**src/sv/msad_pkg.sv**
```systemverilog
// ----------------------------------------------------------------------------
// msad_pkg
// Types and fixed codes shared by the ModR/M / SIB address decode unit.
// ----------------------------------------------------------------------------
package msad_pkg;

	localparam int NUM_REGS   = 8;
	localparam int REG_W      = 32;
	localparam int REG_IDX_W  = 3;

	// item operation codes
	localparam logic OP_WRITE  = 1'b0;
	localparam logic OP_DECODE = 1'b1;

	// operand size codes (3 behaves as dword)
	localparam logic [1:0] SIZE_BYTE  = 2'd0;
	localparam logic [1:0] SIZE_WORD  = 2'd1;
	localparam logic [1:0] SIZE_DWORD = 2'd2;

	// mod field codes
	localparam logic [1:0] MOD_NO_DISP = 2'd0;
	localparam logic [1:0] MOD_DISP8   = 2'd1;
	localparam logic [1:0] MOD_DISP32  = 2'd2;
	localparam logic [1:0] MOD_REG     = 2'd3;

	// special register numbers
	localparam logic [REG_IDX_W-1:0] R_ESP = 3'd4;
	localparam logic [REG_IDX_W-1:0] R_EBP = 3'd5;

	// displacement byte counts
	localparam logic [2:0] DISP_NONE = 3'd0;
	localparam logic [2:0] DISP_ONE  = 3'd1;
	localparam logic [2:0] DISP_FOUR = 3'd4;

	typedef struct packed {
		logic        op;
		logic [7:0]  modrm;
		logic [7:0]  sib;
		logic [31:0] disp_raw;
		logic [1:0]  operand_size;
		logic        want_reg;
		logic        load_reg_value;
		logic        load_rm_value;
		logic [2:0]  write_index;
		logic [31:0] write_data;
	} msad_in_t;

	typedef struct packed {
		logic [2:0]  reg_field;
		logic [31:0] reg_value;
		logic        rm_is_memory;
		logic [2:0]  rm_index;
		logic [31:0] rm_value;
		logic [31:0] address;
		logic        has_sib;
		logic [2:0]  disp_bytes;
		logic [2:0]  bytes_used;
	} msad_out_t;

endpackage

```
**src/sv/msad_ram.sv**
```systemverilog
// ----------------------------------------------------------------------------
// msad_ram
// Generic RAM: one write port, two read ports with registered read data.
// ----------------------------------------------------------------------------
module msad_ram #(
	parameter int WIDTH = 32,
	parameter int DEPTH = 8
) (
	input  logic                     clk,
	input  logic                     wr_en,
	input  logic [$clog2(DEPTH)-1:0] wr_addr,
	input  logic [WIDTH-1:0]         wr_data,
	input  logic                     rd_en,
	input  logic [$clog2(DEPTH)-1:0] rd_addr_a,
	input  logic [$clog2(DEPTH)-1:0] rd_addr_b,
	output logic [WIDTH-1:0]         rd_data_a,
	output logic [WIDTH-1:0]         rd_data_b
);

	logic [WIDTH-1:0] mem_q [DEPTH];

	always_ff @(posedge clk) begin
		if (wr_en) begin
			mem_q[wr_addr] <= wr_data;
		end
	end

	// read data holds while rd_en is low
	always_ff @(posedge clk) begin
		if (rd_en) begin
			rd_data_a <= mem_q[rd_addr_a];
			rd_data_b <= mem_q[rd_addr_b];
		end
	end

endmodule

```
**src/sv/modrm_sib_address_decode_unit.sv**
```systemverilog
// ----------------------------------------------------------------------------
// modrm_sib_address_decode_unit
// 32-bit x86 ModR/M + SIB effective address decoder with an 8-entry GPR file.
// ----------------------------------------------------------------------------
// One item is taken per cycle unless the input stalls. The decode stage holds it
// after the transfer edge and the result register is loaded from the decode
// stage when it can take a new value; with no stall at the output the unit
// sustains one item per clock. A write
// item loads a general register at the edge it is taken, so every later item
// sees it. Register reads come from two copies of the 8x32 register file, each
// with two registered read ports: reg field, rm/base and index addresses are
// formed straight from the incoming item and read at the transfer edge. An
// 8-bit valid mask cleared by reset makes never-written registers read as
// zero, so no clearing pass is needed after reset. The decode stage forms
// disp + base + (index << scale) modulo 2^32 and the byte counts. A stalled
// result waits in the result register while the decode stage can still take
// one more item; only when both are full does the input stall.
module modrm_sib_address_decode_unit
	import msad_pkg::*;
(
	input  logic      clk,
	input  logic      arst_n,
	input  logic      item_valid,
	output logic      item_stall,
	input  msad_in_t  item,
	output logic      result_valid,
	input  logic      result_stall,
	output msad_out_t result
);

	// ---------------------------------------------------------------- control
	logic valid_s1;
	logic result_valid_s2;
	logic adv_s2;        // result register can take a new value
	logic adv_s1;        // decode stage hands its item on
	logic accept;        // input transfer this cycle

	assign adv_s2     = !result_valid_s2 || !result_stall;
	assign adv_s1     = valid_s1 && adv_s2;
	assign item_stall = valid_s1 && !adv_s1;
	assign accept     = item_valid && !item_stall;

	// ------------------------------------------------ read address formation
	logic                 wr_en;
	logic [REG_IDX_W-1:0] reg_addr;
	logic [REG_IDX_W-1:0] rmb_addr;
	logic [REG_IDX_W-1:0] idx_addr;
	logic                 in_byte;

	assign wr_en   = accept && (item.op == OP_WRITE);
	assign in_byte = (item.operand_size == SIZE_BYTE);

	always_comb begin
		// byte registers 4..7 are the high bytes of registers 0..3
		reg_addr = in_byte ? {1'b0, item.modrm[4:3]} : item.modrm[5:3];
		if (item.modrm[7:6] == MOD_REG) begin
			rmb_addr = in_byte ? {1'b0, item.modrm[1:0]} : item.modrm[2:0];
		end else if (item.modrm[2:0] == R_ESP) begin
			rmb_addr = item.sib[2:0];   // sib base
		end else begin
			rmb_addr = item.modrm[2:0];
		end
		idx_addr = item.sib[5:3];
	end

	// ----------------------------------------------------------- register file
	logic [REG_W-1:0]    reg_rd;
	logic [REG_W-1:0]    rmb_rd;
	logic [REG_W-1:0]    idx_rd;
	logic [NUM_REGS-1:0] reg_vld_q;

	// copy a serves the reg and rm/base ports, copy b the sib index port
	msad_ram #(
		.WIDTH (REG_W),
		.DEPTH (NUM_REGS)
	) u_gpr_a (
		.clk       (clk),
		.wr_en     (wr_en),
		.wr_addr   (item.write_index),
		.wr_data   (item.write_data),
		.rd_en     (accept),
		.rd_addr_a (reg_addr),
		.rd_addr_b (rmb_addr),
		.rd_data_a (reg_rd),
		.rd_data_b (rmb_rd)
	);

	msad_ram #(
		.WIDTH (REG_W),
		.DEPTH (NUM_REGS)
	) u_gpr_b (
		.clk       (clk),
		.wr_en     (wr_en),
		.wr_addr   (item.write_index),
		.wr_data   (item.write_data),
		.rd_en     (accept),
		.rd_addr_a (idx_addr),
		.rd_addr_b (idx_addr),
		.rd_data_a (idx_rd),
		.rd_data_b ()
	);

	// registers never written read as zero
	always_ff @(posedge clk or negedge arst_n) begin
		if (!arst_n) begin
			reg_vld_q <= '0;
		end else if (wr_en) begin
			reg_vld_q[item.write_index] <= 1'b1;
		end
	end

	// ------------------------------------------------------------ stage 1 regs
	msad_in_t item_s1;
	logic     reg_vld_s1;
	logic     rmb_vld_s1;
	logic     idx_vld_s1;

	always_ff @(posedge clk or negedge arst_n) begin
		if (!arst_n) begin
			valid_s1 <= 1'b0;
		end else if (accept) begin
			valid_s1 <= 1'b1;
		end else if (adv_s1) begin
			valid_s1 <= 1'b0;
		end
	end

	always_ff @(posedge clk) begin
		if (accept) begin
			item_s1    <= item;
			reg_vld_s1 <= reg_vld_q[reg_addr];
			rmb_vld_s1 <= reg_vld_q[rmb_addr];
			idx_vld_s1 <= reg_vld_q[idx_addr];
		end
	end

	// ---------------------------------------------------------- decode stage
	// register value at operand width; hi_byte picks AH..BH in byte mode
	function automatic logic [REG_W-1:0] at_width(input logic [REG_W-1:0] data,
		input logic [1:0] size, input logic hi_byte);
		logic [REG_W-1:0] val;
		case (size)
			SIZE_BYTE: begin
				val = hi_byte ? {24'd0, data[15:8]} : {24'd0, data[7:0]};
			end
			SIZE_WORD: begin
				val = {16'd0, data[15:0]};
			end
			default: begin
				val = data;   // dword, and size code 3
			end
		endcase
		return val;
	endfunction

	logic [REG_W-1:0]     reg_data;
	logic [REG_W-1:0]     rmb_data;
	logic [REG_W-1:0]     idx_data;
	logic [1:0]           mod_f;
	logic [REG_IDX_W-1:0] reg_f;
	logic [REG_IDX_W-1:0] rm_f;
	logic [REG_IDX_W-1:0] base_f;
	logic                 use_base;
	logic                 use_index;
	logic [REG_W-1:0]     disp_val;
	logic [REG_W-1:0]     base_term;
	logic [REG_W-1:0]     index_term;
	msad_out_t            res_d;

	assign reg_data = reg_vld_s1 ? reg_rd : '0;
	assign rmb_data = rmb_vld_s1 ? rmb_rd : '0;
	assign idx_data = idx_vld_s1 ? idx_rd : '0;
	assign mod_f    = item_s1.modrm[7:6];
	assign reg_f    = item_s1.modrm[5:3];
	assign rm_f     = item_s1.modrm[2:0];

	always_comb begin
		res_d      = '0;
		base_f     = rm_f;
		use_base   = 1'b1;
		use_index  = 1'b0;
		disp_val   = '0;
		base_term  = '0;
		index_term = '0;

		if (item_s1.op == OP_DECODE) begin
			res_d.reg_field = reg_f;
			if (item_s1.want_reg && item_s1.load_reg_value) begin
				res_d.reg_value = at_width(reg_data, item_s1.operand_size, reg_f[2]);
			end

			if (mod_f == MOD_REG) begin
				// register form of r/m
				res_d.rm_index = rm_f;
				if (item_s1.load_rm_value) begin
					res_d.rm_value = at_width(rmb_data, item_s1.operand_size, rm_f[2]);
				end
			end else begin
				res_d.rm_is_memory = 1'b1;
				if (rm_f == R_ESP) begin
					res_d.has_sib = 1'b1;
					base_f        = item_s1.sib[2:0];
					use_index     = (item_s1.sib[5:3] != R_ESP);   // esp index: none
				end

				case (mod_f)
					MOD_NO_DISP: begin
						// ebp base without displacement means disp32 and no base register
						if (base_f == R_EBP) begin
							use_base         = 1'b0;
							res_d.disp_bytes = DISP_FOUR;
						end
					end
					MOD_DISP8: begin
						res_d.disp_bytes = DISP_ONE;
					end
					default: begin
						res_d.disp_bytes = DISP_FOUR;
					end
				endcase

				case (res_d.disp_bytes)
					DISP_ONE: begin
						disp_val = {{24{item_s1.disp_raw[7]}}, item_s1.disp_raw[7:0]};
					end
					DISP_FOUR: begin
						disp_val = item_s1.disp_raw;
					end
					default: begin
						disp_val = '0;
					end
				endcase

				if (use_base) begin
					base_term = rmb_data;
				end
				if (use_index) begin
					index_term = idx_data << item_s1.sib[7:6];
				end
				res_d.address = disp_val + base_term + index_term;
			end

			res_d.bytes_used = 3'd1 + {2'd0, res_d.has_sib} + res_d.disp_bytes;
		end
	end

	// --------------------------------------------------------- result register
	msad_out_t result_s2;

	always_ff @(posedge clk or negedge arst_n) begin
		if (!arst_n) begin
			result_valid_s2 <= 1'b0;
		end else if (adv_s2) begin
			result_valid_s2 <= valid_s1;
		end
	end

	always_ff @(posedge clk) begin
		if (adv_s1) begin
			result_s2 <= res_d;
		end
	end

	assign result_valid = result_valid_s2;
	assign result       = result_s2;

	// -------------------------------------------------------------- assertions
	// a taken write marks its register as written
	a_write_marks_valid: assert property (@(posedge clk) disable iff (!arst_n)
		accept && (item.op == OP_WRITE) |=> reg_vld_q[$past(item.write_index)])
		else $error("write did not set register valid bit");

	// input side only stalls when both stages are occupied
	a_stall_only_when_full: assert property (@(posedge clk) disable iff (!arst_n)
		item_stall |-> valid_s1 && result_valid_s2)
		else $error("input stalled with room in the pipeline");

	// a new result only appears from an occupied decode stage
	a_result_from_s1: assert property (@(posedge clk) disable iff (!arst_n)
		result_valid_s2 && !$past(result_valid_s2) |-> $past(valid_s1))
		else $error("result appeared without a decoded item");

	// register form of r/m consumes no sib, no displacement and forms no address
	a_reg_form_clean: assert property (@(posedge clk) disable iff (!arst_n)
		result_valid && !result.rm_is_memory |->
			!result.has_sib && (result.disp_bytes == DISP_NONE) && (result.address == '0))
		else $error("register r/m with memory addressing fields");

endmodule
```
**config.mk**
```make
export PLATFORM = sky130hd
export DESIGN_NAME = modrm_sib_address_decode_unit
export DESIGN_NICKNAME = d
export VERILOG_FILES = /design/src/sv/msad_pkg.sv /design/src/sv/msad_ram.sv /design/src/sv/modrm_sib_address_decode_unit.sv
export SDC_FILE = /design/constraint.sdc
export NUM_CORES = 1
export LEC_CHECK = 0
export BUFFER_PORTS_ARGS = -buffer_cell sky130_fd_sc_hd__buf_2
export CAP_MARGIN = 20
export CELL_PAD_IN_SITES_DETAIL_PLACEMENT = 1
export CELL_PAD_IN_SITES_GLOBAL_PLACEMENT = 1
export CORE_UTILIZATION = 40
export CTS_BUF_LIST = sky130_fd_sc_hd__clkbuf_16
export DETAILED_ROUTE_END_ITERATION = 10
export GPL_TIMING_DRIVEN = 0
export HOLD_SLACK_MARGIN = 0.15
export PLACE_DENSITY = 0.67
export REMOVE_ABC_BUFFERS = 1
export SETUP_SLACK_MARGIN = 0.02
export SYNTH_ARGS = -nofsm -noshare
export SYNTH_HDL_FRONTEND = slang
export SYNTH_SLANG_ARGS = --single-unit
```
**constraint.sdc**
```tcl
create_clock -name clk -period 18.7 [get_ports clk]
set_input_delay 2.805 -clock clk [delete_from_list [all_inputs] [get_ports clk]]
set_output_delay 2.805 -clock clk [all_outputs]
set_load 0.05 [all_outputs]
```
* Yosys cells after proc, flatten, opt, wreduce, memory -nomap -nowiden
Memories as Yosys holds them, arrays and structs flattened. A register that Yosys moved wholly into a read port is not among the register bits. Index checks and enable logic that the tools add are counted.
Storage, ports and cells: register bits 177, word-level logic and storage cells 115, memory bits (writable) 512, memories kept 2, output and inout port bits 112, bits of input ports 93
Operators by class: reductions and logical operators 18, $lt $le $gt $ge 5, shift-type cells 1, multiplexer cells 50, bitwise operators 2, equal/unequal tests 10, add/subtract/negate cells 4
Memory list:
- u_gpr_a.mem_q | depth 8, bits a word 32, rd ports 2, clocked after Yosys merged registers in 2, wr ports 1, line msad_ram.sv:20 | logic [WIDTH-1:0] mem_q [DEPTH];
- u_gpr_b.mem_q | depth 8, bits a word 32, rd ports 1, clocked after Yosys merged registers in 1, wr ports 1, line msad_ram.sv:20
Operator list (count):
- 2-to-1 mux 32 bit | 11
- one-hot mux 32 bit (2 select lines) | 3
- 2-to-1 mux 36 bit | 2
- adder 32 bit | 2
- left shift 32 x 2 -> 32 bit | 1
- 2-to-1 mux 3 bit | 10
- 2-to-1 mux 1 bit | 17
- < comparator 3 x 4 -> 1 bit (second input constant) | 4
- 2-to-1 mux 8 bit | 2
- equality test 3 bit (second input constant) | 4
- binary-select mux 1 bit (select 3 bit) | 3
- bitwise OR 8 bit | 1
- logical AND 1 bit | 6
- zero test 2 bit | 3
- one-hot mux 3 bit (2 select lines) | 1
- equality test 2 x 1 -> 1 bit (second input constant) | 2
- equality test 2 bit (second input constant) | 2
- zero test 1 bit | 4
- AND reduction 2 bit | 2
- adder 2 x 3 -> 3 bit | 1
- demux 1 bit (select 3 bit) | 1
- equality test 3 x 1 -> 1 bit (second input constant) | 1
- greater-or-equal comparator 3 x 1 -> 1 bit (second input constant) | 1
- inequality test 3 bit (second input constant) | 1
- other kinds (5) | 5

* Longest topological paths before layout
depth after elaboration 19, depth in mapped cells 22, mapped depth without buffers 20

* By module
Synthesis repeated with hierarchy kept, for this count alone.
Second synthesis, totals: cell total of the unflattened synthesis 2120, area total of the unflattened synthesis 38114.1 um2
Modules (own cells, without submodules):
- msad_ram (u_gpr_a) | area each 13820.8 um2, cells each 561, instances 1
- msad_ram (u_gpr_b) | area each 13815.8 um2, cells each 561, instances 1
- modrm_sib_address_decode_unit | area each 10477.5 um2, cells each 998, instances 1

* Least setup slack after synthesis
Ideal clock, no wire load.
kind input to register, start input port result_stall, end register result_s2, in the netlist result[0] (enable), path buffers 0, path slack 7.370 ns, arrival time 10.590 ns, required time 17.960 ns, stages 1, cell sequence a21boi_0
On the way: word-level cells in the longest chain between the ends 3
RTL lines:
- start: declaration | line modrm_sib_address_decode_unit.sv:27 | input logic result_stall,
- zero test 1 bit | line modrm_sib_address_decode_unit.sv:38 | assign adv_s2 = !result_valid_s2 || !result_stall;
- logical OR 1 bit | line modrm_sib_address_decode_unit.sv:38
- logical AND 1 bit | line modrm_sib_address_decode_unit.sv:39 | assign adv_s1 = valid_s1 && adv_s2;
- end signal: assignment | line modrm_sib_address_decode_unit.sv:260 | result_s2 <= res_d;
- end: declaration | line modrm_sib_address_decode_unit.sv:248 | msad_out_t result_s2;
No other way between the ends. A chain may end at the register's enable or synchronous reset.

* Worst setup path in the final report
start input port result_stall, end output port item_stall
On the way: word-level cells in the longest chain between the ends 5
RTL lines:
- zero test 1 bit | line modrm_sib_address_decode_unit.sv:38
- logical OR 1 bit | line modrm_sib_address_decode_unit.sv:38
- logical AND 1 bit | line modrm_sib_address_decode_unit.sv:39
- zero test 1 bit | line modrm_sib_address_decode_unit.sv:40 | assign item_stall = valid_s1 && !adv_s1;
- logical AND 1 bit | line modrm_sib_address_decode_unit.sv:40
- end: declaration | line modrm_sib_address_decode_unit.sv:24 | output logic item_stall,
No other way between the ends.

==> run summary <==
outcome: finished clean
DRT Wirelength: 73600 um
cell-internal power: 2.14 mW
final period utilization: 33.1%
Max Slew Vio Count: 0
Post-synth top cells: edfxtp_1 (517), mux4_2 (166), mux2i_1 (134)
gr ovfl total: 0
Port Buffer Count: 203
Area growth syn-to-layout: 16.6%
Comb pwr share: 16.0%
Async SR Flop Fraction: 1.90%
leak pwr: 11.9 nW
RR Startpoint: item_s1[80]
CTS buffer count: 55
Setup crit end kind: output pin
CP max FO: 3
Die Ht: 262 um
Yosys cell types: 62
synth warn: 0
# clock sinks: 527
GRT Total Usage: 21.4%
WP data required: 15890 ps
count of final hold-check violations: 0
drt initial violations: 1111
Max Clock Skew: 26.7 ps
slowest stage cell, crit path: buf_2
Avg Cell Area, Syn: 15.2 sq um
r2r setup slk: 13180 ps
PwrDens: 92.6 nW/um^2
Worst path max stage delay: 250 ps
Routed WL per cell: 25.3 um
first-pass GRT wire length: 112000 um
core outline area: 67200 sq um
Final nets: 2151
Hold Path Sink: result_valid
WP data arrival: 3380 ps
worst slew pin tran: 1030 ps
H-tree levels: 2
filler cell count: 6549
EDFF count, synth: 517
top-area cell type share of the netlist area: 57.2%
synthesis-stage register bit count: 527
Reg clk slew, reported paths: 60 ps
cts hold-fix bufs: 0
CP cell instances: buf_2, nand3_1, inv_1, buf_2
cell count of the worst reg-to-reg path: 17
hold_sp: valid_s1
Post-Syn Area: 27100 sq um
min cycle time layout: 6180 ps
TritonCTS clock tree: built
largest net degree at the start of global routing: 83
setup violators final: 0
Main synth FF type: edfxtp_1
cells after synthesis: 1790
Post-CTS Setup Bufs: 0
RR Endpoint: result[38]
switching power share of the total: 26.8%
ranking of synthesized cells by area: edfxtp_1 (57%), mux4_2 (14%), mux2i_1 (4.9%), mux2_2 (3.9%), fa_1 (2.4%)
CP startpoint kind: input pin
Hold Path Cell Cnt: 1
Peak Freq: 0.162 GHz
Root Buffer: clkbuf_16
power share of the clock group: 35.9%
Die ar.: 68900 sq um
routability cong.: 0.836
final instance area: 31600 sq um
top-level port count: 205
Clock Latency Late Sink: 610 ps
Psw: 785 uW
Max Cap Viol: 0
DIE WIDTH: 262 um
Detailed Routing Iterations Pass 1: 5
Setup TNS: 0 ps
share of cells above drive strength 1: 30.4%
Via density: 5.62
register share of total power: 48.0%
maximum VDD drop: 0.0632 mV
floorplan row count: 95
most used cell, CP: buf_2
unrepaired setup endpoints after global routing: no
DP Wirelength: 53100 um
vias in the first global route: 17494
post_cts resized: 0
initial cell density of the core: 40.4%
Post-DP Area: 29900 sq um
sequential fraction of the synthesis area: 58.1%
cell with the most instances after synthesis: edfxtp_1
clk buf depth: 3
initial antenna violation count: 8
Synth area leader: edfxtp_1
DR DRC count: 0
Tightest Hold Check Type: reg2reg
Vias: 16360
slew margin rel.: 31.1%
Setup Crit Path Kind: in2out
Final ANT Viol Nets: 0
layout make-up:
cell class	count	area [sq um]	share of cell area [%]
clock buffer	56	1400	4.43
multi-input combinational	1054	10500	33.3
clock inverter	47	329	1.04
antenna	1	2.50	0.00791
timing repair buffer	254	2100	6.65
sequential	527	15800	49.9
tap	873	1090	3.45
inverter	101	387	1.22
cell families (layout without fill, tap and decap cells):
family	count (synthesis)	in the layout	synth area share, %
buffers and inverters	209	458	3.36
flip-flops	527	527	58.1
adder cells (fa/ha/maj)	65	65	3.88
other	1	2	0.0138
AND/OR/NAND/NOR	394	394	6.91
multiplexers	395	395	22.7
XOR/XNOR	17	17	0.599
AO/OA/AOI/OAI	182	182	4.42
worst max-delay path: cells and delay by family:
kind / cells / cell delay, ps
buffers and inverters: 3 / 450
AND/OR/NAND/NOR: 1 / 120
through the flow:
stage / hold WS [ps] / total power, mW / setup WS, ps / instances / utilization [%]
finish: 514 / 2.93 / 12520 / 2913 / 47.1
global route: 523 / 3.03 / 12460 / 2912 / 47.1
CTS: 507 / 2.96 / 12520 / 2910 / 47.0
detailed placement: 491 / 1.90 / 12520 / 2807 / 44.5
global placement: 452 / 1.89 / 2530 / 2758 / 42.7
floorplan: 443 / 1.74 / 7370 / 1682 / -
power by group through the flow:
stage	Clock, mW	Sequential, mW	Combinational, mW
2_1_floorplan	0	1.50	0.244
3_3_place_gp	0	1.45	0.444
3_5_place_dp	0	1.43	0.471
4_1_cts	1.08	1.41	0.473
5_1_grt	1.11	1.41	0.508
6_report	1.05	1.41	0.470
state kept, by name, summed over array words and instances, names as in the netlist:
register and flops:
result_valid 1, u_gpr_a.rd_data_b 32, u_gpr_a.rd_data_a 32, rmb_vld_s1 1, idx_vld_s1 1, result 108, item_s1 54, reg_vld_q 8
valid_s1 1, u_gpr_b.mem_q 256, reg_vld_s1 1, u_gpr_b.rd_data_a 32
cell usage in the layout (no fill, tap or decap), types with 11 or more instances in the layout:
master	instances
inv_1	110
nand3_1	77
buf_2	199
edfxtp_1	517
a21oi_1	52
and2_1	50
ha_1	33
clkinv_1	16
nor3_1	16
mux2_2	95
clkinv_2	11
buf_16	23
o21ai_0	22
fa_1	32
mux2i_1	134
nor2_1	55
clkbuf_16	57
a21o_1	58
mux4_2	166
nand2_1	132
metal layers:
| metal | global-route usage, % | up-vias | share of wire, % |
|---|---|---|---|
| met5 | 0 | - | 0.13 |
| met4 | 6.60 | 14 | 2.9 |
| met3 | 3.65 | 128 | 5.1 |
| met2 | 37.4 | 421 | 51 |
| met1 | 27.1 | 8488 | 41 |
| li1 | - | 7309 | - |
worst max path at each step:
stage                      start          to  slack [ps]  cells after the start
detailed placement  result_stall  item_stall       12520                      4
floorplan           result_stall   result[0]        7370                      1
global placement    result_stall  result[35]        2530                      2
finish              result_stall  item_stall       12520                      4
global route        result_stall  item_stall       12460                      4
CTS                 result_stall  item_stall       12520                      4
No activity file was read; power rests on OpenSTA's default activity.
